File: src/rtl/ansplit_pkg.sv
// Shared types and constants of the Annex B NAL unit splitter.
package ansplit_pkg;

	localparam int LenW  = 24;
	localparam int CntW  = 8;
	localparam int PayN  = 4;
	localparam int SlotN = PayN + 1;

	localparam logic [LenW-1:0] LEN_MAX = {LenW{1'b1}};

	localparam logic KIND_PAYLOAD = 1'b0;
	localparam logic KIND_END     = 1'b1;

	localparam logic CFG_MAX_BYTES = 1'b0;
	localparam logic CFG_MAX_COUNT = 1'b1;

	typedef enum logic [1:0] {
		ST_OK       = 2'd0,
		ST_TOO_LONG = 2'd1,
		ST_TOO_MANY = 2'd2
	} nalu_status_t;

	// start code mode of the current access unit
	typedef enum logic [3:0] {
		MODE_UNDEC = 4'b0001,
		MODE_SC3   = 4'b0010,
		MODE_SC4   = 4'b0100,
		MODE_RAW   = 4'b1000
	} mode_t;

	// all words caused by one input byte: up to four payload slots and an end record slot
	typedef struct packed {
		logic [SlotN-1:0]         mask;
		logic [PayN-1:0][7:0]     pay;
		logic [CntW-1:0]          index;
		logic [LenW-1:0]          bytes;
		nalu_status_t             status;
		logic                     uend;
	} res_batch_t;

endpackage

File: src/rtl/ansplit_core.sv
// Start code detection, window handling and NAL unit accounting for one input byte.
module ansplit_core (
	input  logic                          clk,
	input  logic                          arst_n,
	input  logic                          accept,
	input  logic [7:0]                    in_byte,
	input  logic                          unit_last,
	input  logic [ansplit_pkg::LenW-1:0]  max_bytes,
	input  logic [ansplit_pkg::CntW-1:0]  max_count,
	output ansplit_pkg::res_batch_t       batch
);
	import ansplit_pkg::*;

	logic [23:0]     win_q;
	logic [1:0]      fill_q;
	mode_t           mode_q;
	logic [1:0]      pos_q;
	logic [LenW-1:0] len_q;
	logic [CntW:0]   cnt_q;
	logic            inside_q;

	logic [23:0]          w;
	logic [1:0]           f;
	mode_t                md;
	logic [1:0]           ps;
	logic [2:0]           np;
	logic [PayN-1:0][7:0] pl;
	logic                 close_req;
	logic                 ended;
	logic                 cnt_ok;
	logic [LenW-1:0]      len_r;
	logic [LenW-1:0]      len_n;
	logic [CntW:0]        cnt_n;
	logic                 inside_n;
	logic [SlotN-1:0]     mask;
	logic [LenW-1:0]      rec_bytes;
	nalu_status_t         rec_status;

	function automatic logic [7:0] win_byte(logic [23:0] wv, logic [1:0] i);
		logic [7:0] r;
		case (i)
			2'd0:    r = wv[7:0];
			2'd1:    r = wv[15:8];
			default: r = wv[23:16];
		endcase
		return r;
	endfunction

	always_comb begin
		w         = win_q;
		f         = fill_q;
		md        = mode_q;
		ps        = pos_q;
		np        = '0;
		pl        = '0;
		close_req = 1'b0;
		ended     = 1'b0;

		case (mode_q)
			MODE_UNDEC: begin
				if (in_byte == 8'd1 && pos_q == 2'd2) begin
					md = MODE_SC3;
					w  = '0;
					f  = '0;
				end else if (in_byte == 8'd1 && pos_q == 2'd3) begin
					md = MODE_SC4;
					w  = '0;
					f  = '0;
				end else if (in_byte == 8'd0 && pos_q != 2'd3) begin
					w  = {win_q[15:0], 8'h00};
					f  = fill_q + 2'd1;
					ps = pos_q + 2'd1;
				end else begin
					// no start code prefix: held zeros and this byte are payload
					md = MODE_RAW;
					for (int k = 0; k < 3; k++) begin
						if (2'(k) < fill_q)
							pl[k] = win_byte(win_q, fill_q - 2'd1 - 2'(k));
					end
					pl[fill_q] = in_byte;
					np = {1'b0, fill_q} + 3'd1;
					w  = '0;
					f  = '0;
				end
			end
			MODE_RAW: begin
				pl[0] = in_byte;
				np    = 3'd1;
			end
			MODE_SC3, MODE_SC4: begin
				if (fill_q == ((mode_q == MODE_SC3) ? 2'd2 : 2'd3) && in_byte == 8'd1 &&
				    ((mode_q == MODE_SC3) ? (win_q[15:0] == '0) : (win_q == '0))) begin
					w         = '0;
					f         = '0;
					close_req = 1'b1;
					ended     = unit_last;
				end else if (fill_q >= ((mode_q == MODE_SC3) ? 2'd2 : 2'd3)) begin
					// window full: oldest byte leaves as payload
					pl[0] = (mode_q == MODE_SC3) ? win_q[15:8] : win_q[23:16];
					np    = 3'd1;
					w     = (mode_q == MODE_SC3) ? {8'h00, win_q[7:0], in_byte}
					                             : {win_q[15:0], in_byte};
					f     = (mode_q == MODE_SC3) ? 2'd2 : 2'd3;
				end else begin
					w = {win_q[15:0], in_byte};
					f = fill_q + 2'd1;
				end
			end
			default: begin
				md = mode_q;
			end
		endcase

		// end of access unit: drain the window and close the open unit
		if (unit_last && !ended) begin
			for (int k = 0; k < 3; k++) begin
				if (2'(k) < f)
					pl[2'(np + 3'(k))] = win_byte(w, f - 2'd1 - 2'(k));
			end
			np        = np + {1'b0, f};
			close_req = 1'b1;
		end

		cnt_ok = cnt_q < {1'b0, max_count};
		len_r  = len_q;
		mask   = '0;
		for (int i = 0; i < PayN; i++) begin
			if (3'(i) < np) begin
				mask[i] = cnt_ok && (len_r < max_bytes);
				if (len_r != LEN_MAX)
					len_r = len_r + 1'b1;
			end
		end

		len_n      = len_r;
		cnt_n      = cnt_q;
		inside_n   = inside_q || (np != 3'd0);
		rec_bytes  = '0;
		rec_status = ST_OK;
		if (close_req) begin
			if (inside_n) begin
				mask[PayN] = 1'b1;
				rec_bytes  = len_r;
				if (!cnt_ok)
					rec_status = ST_TOO_MANY;
				else if (len_r > max_bytes)
					rec_status = ST_TOO_LONG;
				cnt_n    = cnt_q[CntW] ? cnt_q : cnt_q + 1'b1;
				len_n    = '0;
				inside_n = 1'b0;
			end else if (unit_last) begin
				mask[PayN] = 1'b1;
			end
		end

		batch.mask   = mask;
		batch.pay    = pl;
		batch.index  = cnt_q[CntW] ? {CntW{1'b1}} : cnt_q[CntW-1:0];
		batch.bytes  = rec_bytes;
		batch.status = rec_status;
		batch.uend   = unit_last;
	end

	always_ff @(posedge clk or negedge arst_n) begin
		if (!arst_n) begin
			win_q    <= '0;
			fill_q   <= '0;
			mode_q   <= MODE_UNDEC;
			pos_q    <= '0;
			len_q    <= '0;
			cnt_q    <= '0;
			inside_q <= 1'b0;
		end else if (accept) begin
			if (unit_last) begin
				win_q    <= '0;
				fill_q   <= '0;
				mode_q   <= MODE_UNDEC;
				pos_q    <= '0;
				len_q    <= '0;
				cnt_q    <= '0;
				inside_q <= 1'b0;
			end else begin
				win_q    <= w;
				fill_q   <= f;
				mode_q   <= md;
				pos_q    <= ps;
				len_q    <= len_n;
				cnt_q    <= cnt_n;
				inside_q <= inside_n;
			end
		end
	end

endmodule

File: src/rtl/ansplit_serializer.sv
// Holds the words of one input byte and hands them out one per cycle while m_tready is high.
module ansplit_serializer (
	input  logic                          clk,
	input  logic                          arst_n,
	input  logic                          load,
	input  ansplit_pkg::res_batch_t       batch_in,
	output logic                          can_load,
	output logic                          m_tvalid,
	input  logic                          m_tready,
	output logic                          m_tlast,
	output logic                          kind,
	output logic [7:0]                    data_byte,
	output logic [ansplit_pkg::CntW-1:0]  nalu_index,
	output logic [ansplit_pkg::LenW-1:0]  nalu_bytes,
	output logic [1:0]                    nalu_status,
	output logic                          unit_end
);
	import ansplit_pkg::*;

	logic [SlotN-1:0] mask_q;
	res_batch_t       batch_q;
	logic [SlotN-1:0] head;
	logic             single;
	logic [7:0]       pay_sel;

	assign head   = mask_q & (~mask_q + 1'b1);
	assign single = (mask_q & (mask_q - 1'b1)) == '0;

	always_comb begin
		pay_sel = '0;
		for (int i = PayN - 1; i >= 0; i--) begin
			if (mask_q[i])
				pay_sel = batch_q.pay[i];
		end
	end

	assign m_tvalid    = |mask_q;
	assign m_tlast     = single;
	assign can_load    = single && (m_tready || mask_q == '0);
	assign kind        = head[PayN] ? KIND_END : KIND_PAYLOAD;
	assign data_byte   = head[PayN] ? 8'h00 : pay_sel;
	assign nalu_index  = batch_q.index;
	assign nalu_bytes  = head[PayN] ? batch_q.bytes : '0;
	assign nalu_status = head[PayN] ? batch_q.status : ST_OK;
	assign unit_end    = head[PayN] & batch_q.uend;

	always_ff @(posedge clk or negedge arst_n) begin
		if (!arst_n)
			mask_q <= '0;
		else if (load)
			mask_q <= batch_in.mask;
		else if (m_tvalid && m_tready)
			mask_q <= mask_q & ~head;
	end

	always_ff @(posedge clk) begin
		if (load)
			batch_q <= batch_in;
	end

endmodule

File: src/rtl/annexb_nal_unit_splitter_unit.sv
// Top level of the Annex B NAL unit splitter: config registers, core and word serializer.
// The serializer registers the words of each input byte; the first one appears on the master
// side in the cycle after the byte is taken. Throughput: one byte per cycle while each byte
// yields at most one word and m_tready is high; a byte that yields more than one word (held
// zeros, window drain, end record) holds s_tready low until only its final word is left.
// Reset: arst_n clears the splitter state and output queue; limits return to 65536 and 16.
module annexb_nal_unit_splitter_unit (
	input  logic        clk,
	input  logic        arst_n,
	// input words
	input  logic        s_tvalid,
	output logic        s_tready,
	input  logic [7:0]  s_tdata,   // [7:0] in_byte
	input  logic        s_tlast,   // unit_last
	// output words
	output logic        m_tvalid,
	input  logic        m_tready,
	output logic [47:0] m_tdata,   // [7:0] data_byte, [15:8] nalu_index, [39:16] nalu_bytes,
	                               // [41:40] nalu_status, [42] unit_end, [47:43] zero
	output logic        m_tuser,   // kind
	output logic        m_tlast,   // run_last
	// configuration writes
	input  logic        cfg_we,
	input  logic        cfg_index,
	input  logic [23:0] cfg_data
);
	import ansplit_pkg::*;

	logic [LenW-1:0] max_bytes_q;
	logic [CntW-1:0] max_count_q;
	logic            accept;
	res_batch_t      batch;
	logic [7:0]      data_byte;
	logic [CntW-1:0] nalu_index;
	logic [LenW-1:0] nalu_bytes;
	logic [1:0]      nalu_status;
	logic            unit_end;

	// limits; the user must write them only while the splitter is idle, the block does not enforce it
	always_ff @(posedge clk or negedge arst_n) begin
		if (!arst_n) begin
			max_bytes_q <= LenW'(65536);
			max_count_q <= CntW'(16);
		end else if (cfg_we) begin
			case (cfg_index)
				CFG_MAX_BYTES: max_bytes_q <= cfg_data;
				CFG_MAX_COUNT: max_count_q <= cfg_data[CntW-1:0];
				default:       max_count_q <= max_count_q;
			endcase
		end
	end

	// a byte is taken only when the queue is empty or drains its final word now
	assign accept = s_tvalid && s_tready;

	ansplit_core u_core (
		.clk       (clk),
		.arst_n    (arst_n),
		.accept    (accept),
		.in_byte   (s_tdata),
		.unit_last (s_tlast),
		.max_bytes (max_bytes_q),
		.max_count (max_count_q),
		.batch     (batch)
	);

	ansplit_serializer u_ser (
		.clk         (clk),
		.arst_n      (arst_n),
		.load        (accept),
		.batch_in    (batch),
		.can_load    (s_tready),
		.m_tvalid    (m_tvalid),
		.m_tready    (m_tready),
		.m_tlast     (m_tlast),
		.kind        (m_tuser),
		.data_byte   (data_byte),
		.nalu_index  (nalu_index),
		.nalu_bytes  (nalu_bytes),
		.nalu_status (nalu_status),
		.unit_end    (unit_end)
	);

	assign m_tdata = {5'b00000, unit_end, nalu_status, nalu_bytes, nalu_index, data_byte};

endmodule
File: config.mk
export PLATFORM = sky130hd
export DESIGN_NAME = annexb_nal_unit_splitter_unit
export DESIGN_NICKNAME = d
export VERILOG_FILES = /design/src/rtl/ansplit_pkg.sv /design/src/rtl/ansplit_core.sv /design/src/rtl/ansplit_serializer.sv /design/src/rtl/annexb_nal_unit_splitter_unit.sv
export SDC_FILE = /design/constraint.sdc
export NUM_CORES = 1
export LEC_CHECK = 0
export BUFFER_PORTS_ARGS = -buffer_cell sky130_fd_sc_hd__buf_2
export CORE_MARGIN = 3
export CORE_UTILIZATION = 55
export CTS_CLUSTER_DIAMETER = 50
export DETAILED_ROUTE_END_ITERATION = 12
export PLACE_DENSITY = 0.7
export RECOVER_POWER = 25
export SKIP_LAST_GASP = 1
export SYNTH_ARGS = -nofsm -noshare
export SYNTH_HDL_FRONTEND = slang
export SYNTH_SLANG_ARGS = --single-unit
File: constraint.sdc
create_clock -name clk -period 21.2 [get_ports clk]
set_clock_uncertainty 0.1 [all_clocks]
set_input_delay 2.12 -clock clk [delete_from_list [all_inputs] [get_ports clk]]
set_output_delay 2.12 -clock clk [all_outputs]
set_load 0.02 [all_outputs]
==> key figures, run 1 <==
Outcome
  – Run status: finished, violations left
  – Violated checks: max-capacitance violations, max-slew violations

Cells and area
  – Most frequent cells in the layout: nand2_1, o21ai_0, ha_1, a21oi_1, nor2_1
  – Fillcell total: 2606
  – Final non-filler cell total: 2347
  – Post-route cell area: 17400 um^2
  – Synthesis-to-finish area growth: 6.47%
  – Share of post-route cells with drive strength above 1: 0.109
  – Nets: 2135
  – Most common cell after layout, fill and taps aside: nand2_1
  – Ant. Diodes: 0

Detailed routing
  – Routed WL: 59500 um
  – Drt drc: 0
  – 1st-iter DRT viols: 2365
  – Antenna Nets Post-Route: 0
  – Vias per cell: 6.78
  – DR pass1 iterations: 7
  – Via count: 15900
  – DR WL/cell: 25.3 um

STA
  – Setup violations, final: 0
  – Fin Setup TNS: 0 ps
  – Final worst setup slack: 6520 ps
  – Hold Vio Cnt, Final: 0
  – Final period util: 0.692
  – Fmax: 68.1 MHz
  – Final Max Tran Viols: 154
  – Crit path time final: 14680 ps
  – Worst slew pin tran: 3810 ps
  – RSZ-0062 raised after global routing: no
  – Rel. slew slack: -1.54

Critical path
  – Critical path required time: 21290 ps
  – Max incr delay on CP: 720 ps
  – Startpoint of the worst register-to-register path: u_core.mode_q[3]$_DFFE_PN0P_
  – Buf+Inv Stages, Crit Path: 4
  – Critical path's slowest cell: a31oi_1
  – Setup crit start: s_tdata[5]
  – Crit Path Category: primary input to flip-flop
  – CP endpoint kind: flip-flop
  – Startpoint types: primary input
  – Worst endpoint data arrival time: 14770 ps
  – Cell family with most CP delay: simple AND/OR/NAND/NOR gates
  – Crit-path max FO: 19

Floorplan
  – Initial Utilization: 0.565
  – Die footprint: 31900 um^2
  – Die Y: 179 um
  – Core area: 29000 um^2
  – Die W: 179 um
  – Io pins: 91
  – Site Rows: 62

Synthesis
  – Asr flop ratio synth: 0.606
  – Post-Synthesis Cells: 1957
  – EDFF count, synth: 67
  – Average size of a mapped cell: 8.37 um^2
  – Top cells by area, synth: dfrtp_1, edfxtp_1, ha_1, nand2_1, o21ai_0
  – Post-synth top area cell: dfrtp_1
  – Synth Register Bits: 170
  – Area share of the largest cell type after synthesis: 0.153
  – Synth Warn #: 0
  – Cell variety after synth: 115
  – Netlist Area Pre-Place: 16400 um^2
  – Main synth FF type: dfrtp_1
  – Register area share after synthesis: 0.280

Min path
  – Hold Path Origin: max_count_q[7]$_DFFE_PN0P_
  – Worst Hold Class: flip-flop to flip-flop

GRT
  – Largest net degree at the start of global routing: 67
  – GRT Total Usage: 0.374
  – First-pass GRT wire length: 90400 um
  – Initial antenna violation count: 1
  – Total global routing overflow: 0
  – Vias in the first global route: 14800

Placed design
  – Worst slack at placement: 6480 ps
  – HPWL Detailed: 44900 um
  – Placed cell areas: 16800 um^2
  – DP Cell Count: 2315
  – GPL Wtd Cong: 1.01
  – IO Port Bufs: 85

Clock tree
  – CTS buffer count: 17
  – CTS tree: yes
  – H-tree depth: 4
  – Root Driver: clkbuf_16
  – Post-CTS Setup Repair Bufs: 0
  – Post-CTS Hold Fix Bufs: 0
  – Cts repair resizes: 0
  – Clk slew on worst S/H paths: 90 ps
  – Clk_lat worst skew: 460 ps
  – Max Buffers Root-to-Sink: 2
  – Clock Sinks: 170

Power
  – Power Dens Cells: 74.5 nW/um^2
  – Static Leakage: 7.42 nW
  – VDD IR max: 0.0484 mV
  – Power consumption: 1.30 mW

Job
  – Max cap viols: 3
-- synthesized netlist by cell type (all sizes together), types with 52 or more instances --
library cell	n
and2	53
nand2	217
clkbuf	88
nor2	110
a22o	72
inv	87
a21oi	133
nand4	52
o21ai	160
ha	145
edfxtp	67
dfrtp	100
-- state kept, by name, summed over array words and instances (netlist names), 4 cells and up --
signal,cells
u_ser.batch_q,59
max_bytes_q,24
u_core.len_q,24
u_core.win_q,24
u_core.cnt_q,9
max_count_q,8
u_ser.nalu_index,8
u_ser.mask_q,5
u_core.mode_q,4
-- worst paths after layout --
path | endpoint | slack (ps) | cells after the start
min reg2reg | max_count_q[7]$_DFFE_PN0P_ | 420 | 1
min | max_count_q[7]$_DFFE_PN0P_ | 420 | 1
max in group asynchronous | max_bytes_q[2]$_DFFE_PN0P_ | 14190 | 2
max reg2reg | u_ser.batch_q[1]$_SDFFCE_PN0P_ | 7390 | 50
max | u_ser.batch_q[1]$_SDFFCE_PN0P_ | 6520 | 47
min in group asynchronous | u_ser.mask_q[1]$_DFFE_PN0P_ | 2250 | 1
-- metal layers --
layer / GRT usage / vias up / part of all wire
met2: 0.518 / 945 / 0.40
li1: - / 7271 / -
met3: 0.110 / 96 / 0.13
met4: 0.104 / 0 / 0.027
met5: 0 / - / 0
met1: 0.560 / 7611 / 0.44
-- metrics by stage --
stage	hold slack, ps	util
2_1_floorplan	379	-
3_3_place_gp	389	0.580
3_5_place_dp	400	0.580
4_1_cts	418	0.602
5_1_grt	445	0.601
6_report	417	0.601
-- final cells by class --
type	instances	area, um^2	share of cell area
multi-input combinational	1573	10900	0.624
sequential	170	4590	0.263
timing repair buffer	101	529	0.0303
tap	384	480	0.0276
clock buffer	17	425	0.0244
inverter	87	328	0.0188
clock inverter	15	209	0.0120
-- report_power, final --
| part | internal (mW) | switching (mW) | leakage [nW] | total, mW |
|---|---|---|---|---|
| Sequential | 0.397 | 0.0251 | 2.02 | 0.422 |
| Clock | 0.165 | 0.189 | 0.303 | 0.354 |
| Combinational | 0.159 | 0.363 | 5.09 | 0.522 |
| Total | 0.722 | 0.577 | 7.42 | 1.30 |
-- kinds of logic after synthesis --
family                   Yosys count  synth area share
AO/OA/AOI/OAI                    612             0.257
XOR/XNOR                          71            0.0398
adder cells (fa/ha/maj)          146             0.112
buffers and inverters            218            0.0569
flip-flops                       170             0.280
multiplexers                      35            0.0227
other                              1          0.000229
AND/OR/NAND/NOR                  704             0.231
-- worst register-to-register path, delay by kind of cell (launching register included) --
family / cells / cell delay, ps
XOR/XNOR: 2 / 490
AND/OR/NAND/NOR: 20 / 4660
flip-flops: 1 / 440
buffers and inverters: 5 / 830
adder cells (fa/ha/maj): 7 / 2050
multiplexers: 1 / 400
AO/OA/AOI/OAI: 15 / 4630
(Power assumes the default switching activity.)
==> inputs of run 2 (changes only) <==
clock period = 15.3 ns   (was 21.2 ns; I/O delays follow)
==> key figures, run 2 (synthesized netlist as in run 1, its figures left out) <==
STA
  – RSZ-0062 raised after global routing: no
  – Setup violations, final: 0
  – Hold Vio Cnt, Final: 0
  – Worst slew pin tran: 3640 ps
  – Fin Setup TNS: 0 ps
  – Crit path time final: 14290 ps
  – Fmax: 70.0 MHz
  – Final Max Tran Viols: 154
  – Final period util: 0.934
  – Rel. slew slack: -1.43

Cells and area
  – Most common cell after layout, fill and taps aside: nand2_1
  – Ant. Diodes: 0
  – Util after Layout: 0.599
  – Most frequent cells in the layout: nand2_1, o21ai_0, ha_1, a21oi_1, nor2_1
  – Top reg by flops: u_ser.batch_q
  – Synthesis-to-finish area growth: 6.19%
  – Nets: 2134
  – Post-route cell area: 17400 um^2
  – Number of flip-flops in the largest register: 59
  – Fillcell total: 2605
  – Share of post-route cells with drive strength above 1: 0.111

Clock tree
  – Max Buffers Root-to-Sink: 2
  – Post-CTS Setup Repair Bufs: 0
  – CTS tree: yes
  – Cts repair resizes: 0
  – Clock Sinks: 170
  – H-tree depth: 4
  – Post-CTS Hold Fix Bufs: 0
  – Root Driver: clkbuf_16
  – Clk_lat worst skew: 460 ps
  – Clk slew on worst S/H paths: 80 ps
  – CTS buffer count: 17

Power
  – VDD IR max: 0.0980 mV
  – Static Leakage: 7.41 nW
  – Power Dens Cells: 102 nW/um^2

GRT
  – Initial antenna violation count: 0
  – Vias in the first global route: 14800
  – First-pass GRT wire length: 90500 um
  – GRT Total Usage: 0.374
  – Total global routing overflow: 0
  – Largest net degree at the start of global routing: 67

Outcome
  – Violated checks: max-capacitance violations, max-slew violations
  – Run status: finished, violations left

Placed design
  – HPWL Detailed: 45100 um
  – GPL Wtd Cong: 1.01
  – IO Port Bufs: 85
  – Placed cell areas: 16800 um^2

Detailed routing
  – Antenna Nets Post-Route: 0
  – DR WL/cell: 25.5 um
  – Via count: 16200
  – Routed WL: 59900 um
  – 1st-iter DRT viols: 2230
  – Drt drc: 0
  – Vias per cell: 6.89
  – DR pass1 iterations: 6

Min path
  – Worst Hold Class: flip-flop to flip-flop
  – Worst Hold Path EP: max_count_q[6]$_DFFE_PN0P_
  – Hold Path Origin: max_count_q[6]$_DFFE_PN0P_
  – Hold Path Cell Cnt: 1

Floorplan
  – Die W: 179 um
  – Die footprint: 31900 um^2
  – Initial Utilization: 0.565
  – Io pins: 91
  – Core area: 29000 um^2
  – Site Rows: 62
  – Die Y: 179 um

Critical path
  – Startpoint of the worst register-to-register path: u_core.mode_q[3]$_DFFE_PN0P_
  – Reg2reg setup slack: 1260 ps
  – Most used cell, CP: a21oi_1
  – Crit Path Category: primary input to flip-flop
  – Cells on worst reg2reg path: 50
  – Crit-path max FO: 19
  – Worst reg2reg path endpoint: u_ser.batch_q[1]$_SDFFCE_PN0P_
  – Critical path required time: 15380 ps
  – Critical path's slowest cell: nor4_4
  – Startpoint types: primary input
  – CP endpoint kind: flip-flop
  – Max incr delay on CP: 770 ps
  – Worst endpoint data arrival time: 14370 ps

Job
  – Max cap viols: 3
-- run 2: cell types whose count changed in the layout (fill, tap and decap cells not counted), sizes merged --
cell and delta:
buf +5, clkbuf -5, clkinv -3, clkinvlp +1
inv +1
-- run 2: final cells by class --
| cell class | instances | area, um^2 | area share |
|---|---|---|---|
| multi-input cells | 1573 | 10900 | 0.625 |
| flip-flops and latches | 170 | 4590 | 0.264 |
| repair buffers | 100 | 529 | 0.0304 |
| well taps | 384 | 480 | 0.0276 |
| clock buffers | 18 | 439 | 0.0253 |
| inverters | 87 | 328 | 0.0188 |
| clock inverters | 14 | 149 | 0.00856 |
-- run 2: where the power goes --
group	internal, mW	leakage, nW	switching, mW
Combinational	0.219	5.10	0.503
Sequential	0.550	2.02	0.0336
Clock	0.224	0.286	0.236
Total	0.993	7.41	0.773
-- run 2: worst max path at each step --
stage               startpoint                              to  cells past startpoint
finish              s_tdata[5]  u_ser.batch_q[1]$_SDFFCE_PN0P_                     47
global route        s_tdata[5]  u_ser.batch_q[1]$_SDFFCE_PN0P_                     47
CTS                 s_tdata[5]  u_ser.batch_q[1]$_SDFFCE_PN0P_                     47
detailed placement  s_tdata[5]  u_ser.batch_q[1]$_SDFFCE_PN0P_                     47
global placement    s_tdata[5]  u_ser.batch_q[1]$_SDFFCE_PN0P_                     47
floorplan           s_tdata[0]  u_ser.batch_q[1]$_SDFFCE_PN0P_                     54
-- run 2: per-layer routing --
layer	vias to the layer above	share of wire	GRT usage
li1	7259	-	-
met1	7784	0.44	0.553
met2	1013	0.41	0.526
met3	108	0.13	0.115
met4	0	0.026	0.0961
met5	-	0	0
-- run 2: critical path, delay by kind of cell --
family,cells,cell delay (ps)
adder cells (fa/ha/maj),5,1570
XOR/XNOR,3,1080
buffers and inverters,5,700
AO/OA/AOI/OAI,13,3980
AND/OR/NAND/NOR,21,5460
-- run 2: per-stage QoR --
stage                     std cells  total power, mW  hold slack (ps)  setup WS, ps
after global routing           2346             1.85              427           162
after global placement         2314             1.28              389          1570
after CTS                      2346             1.75              412          1390
final                          2346             1.77              409          1010
after detailed placement       2314             1.29              396          1030
after floorplan                1961             1.08              379          3740
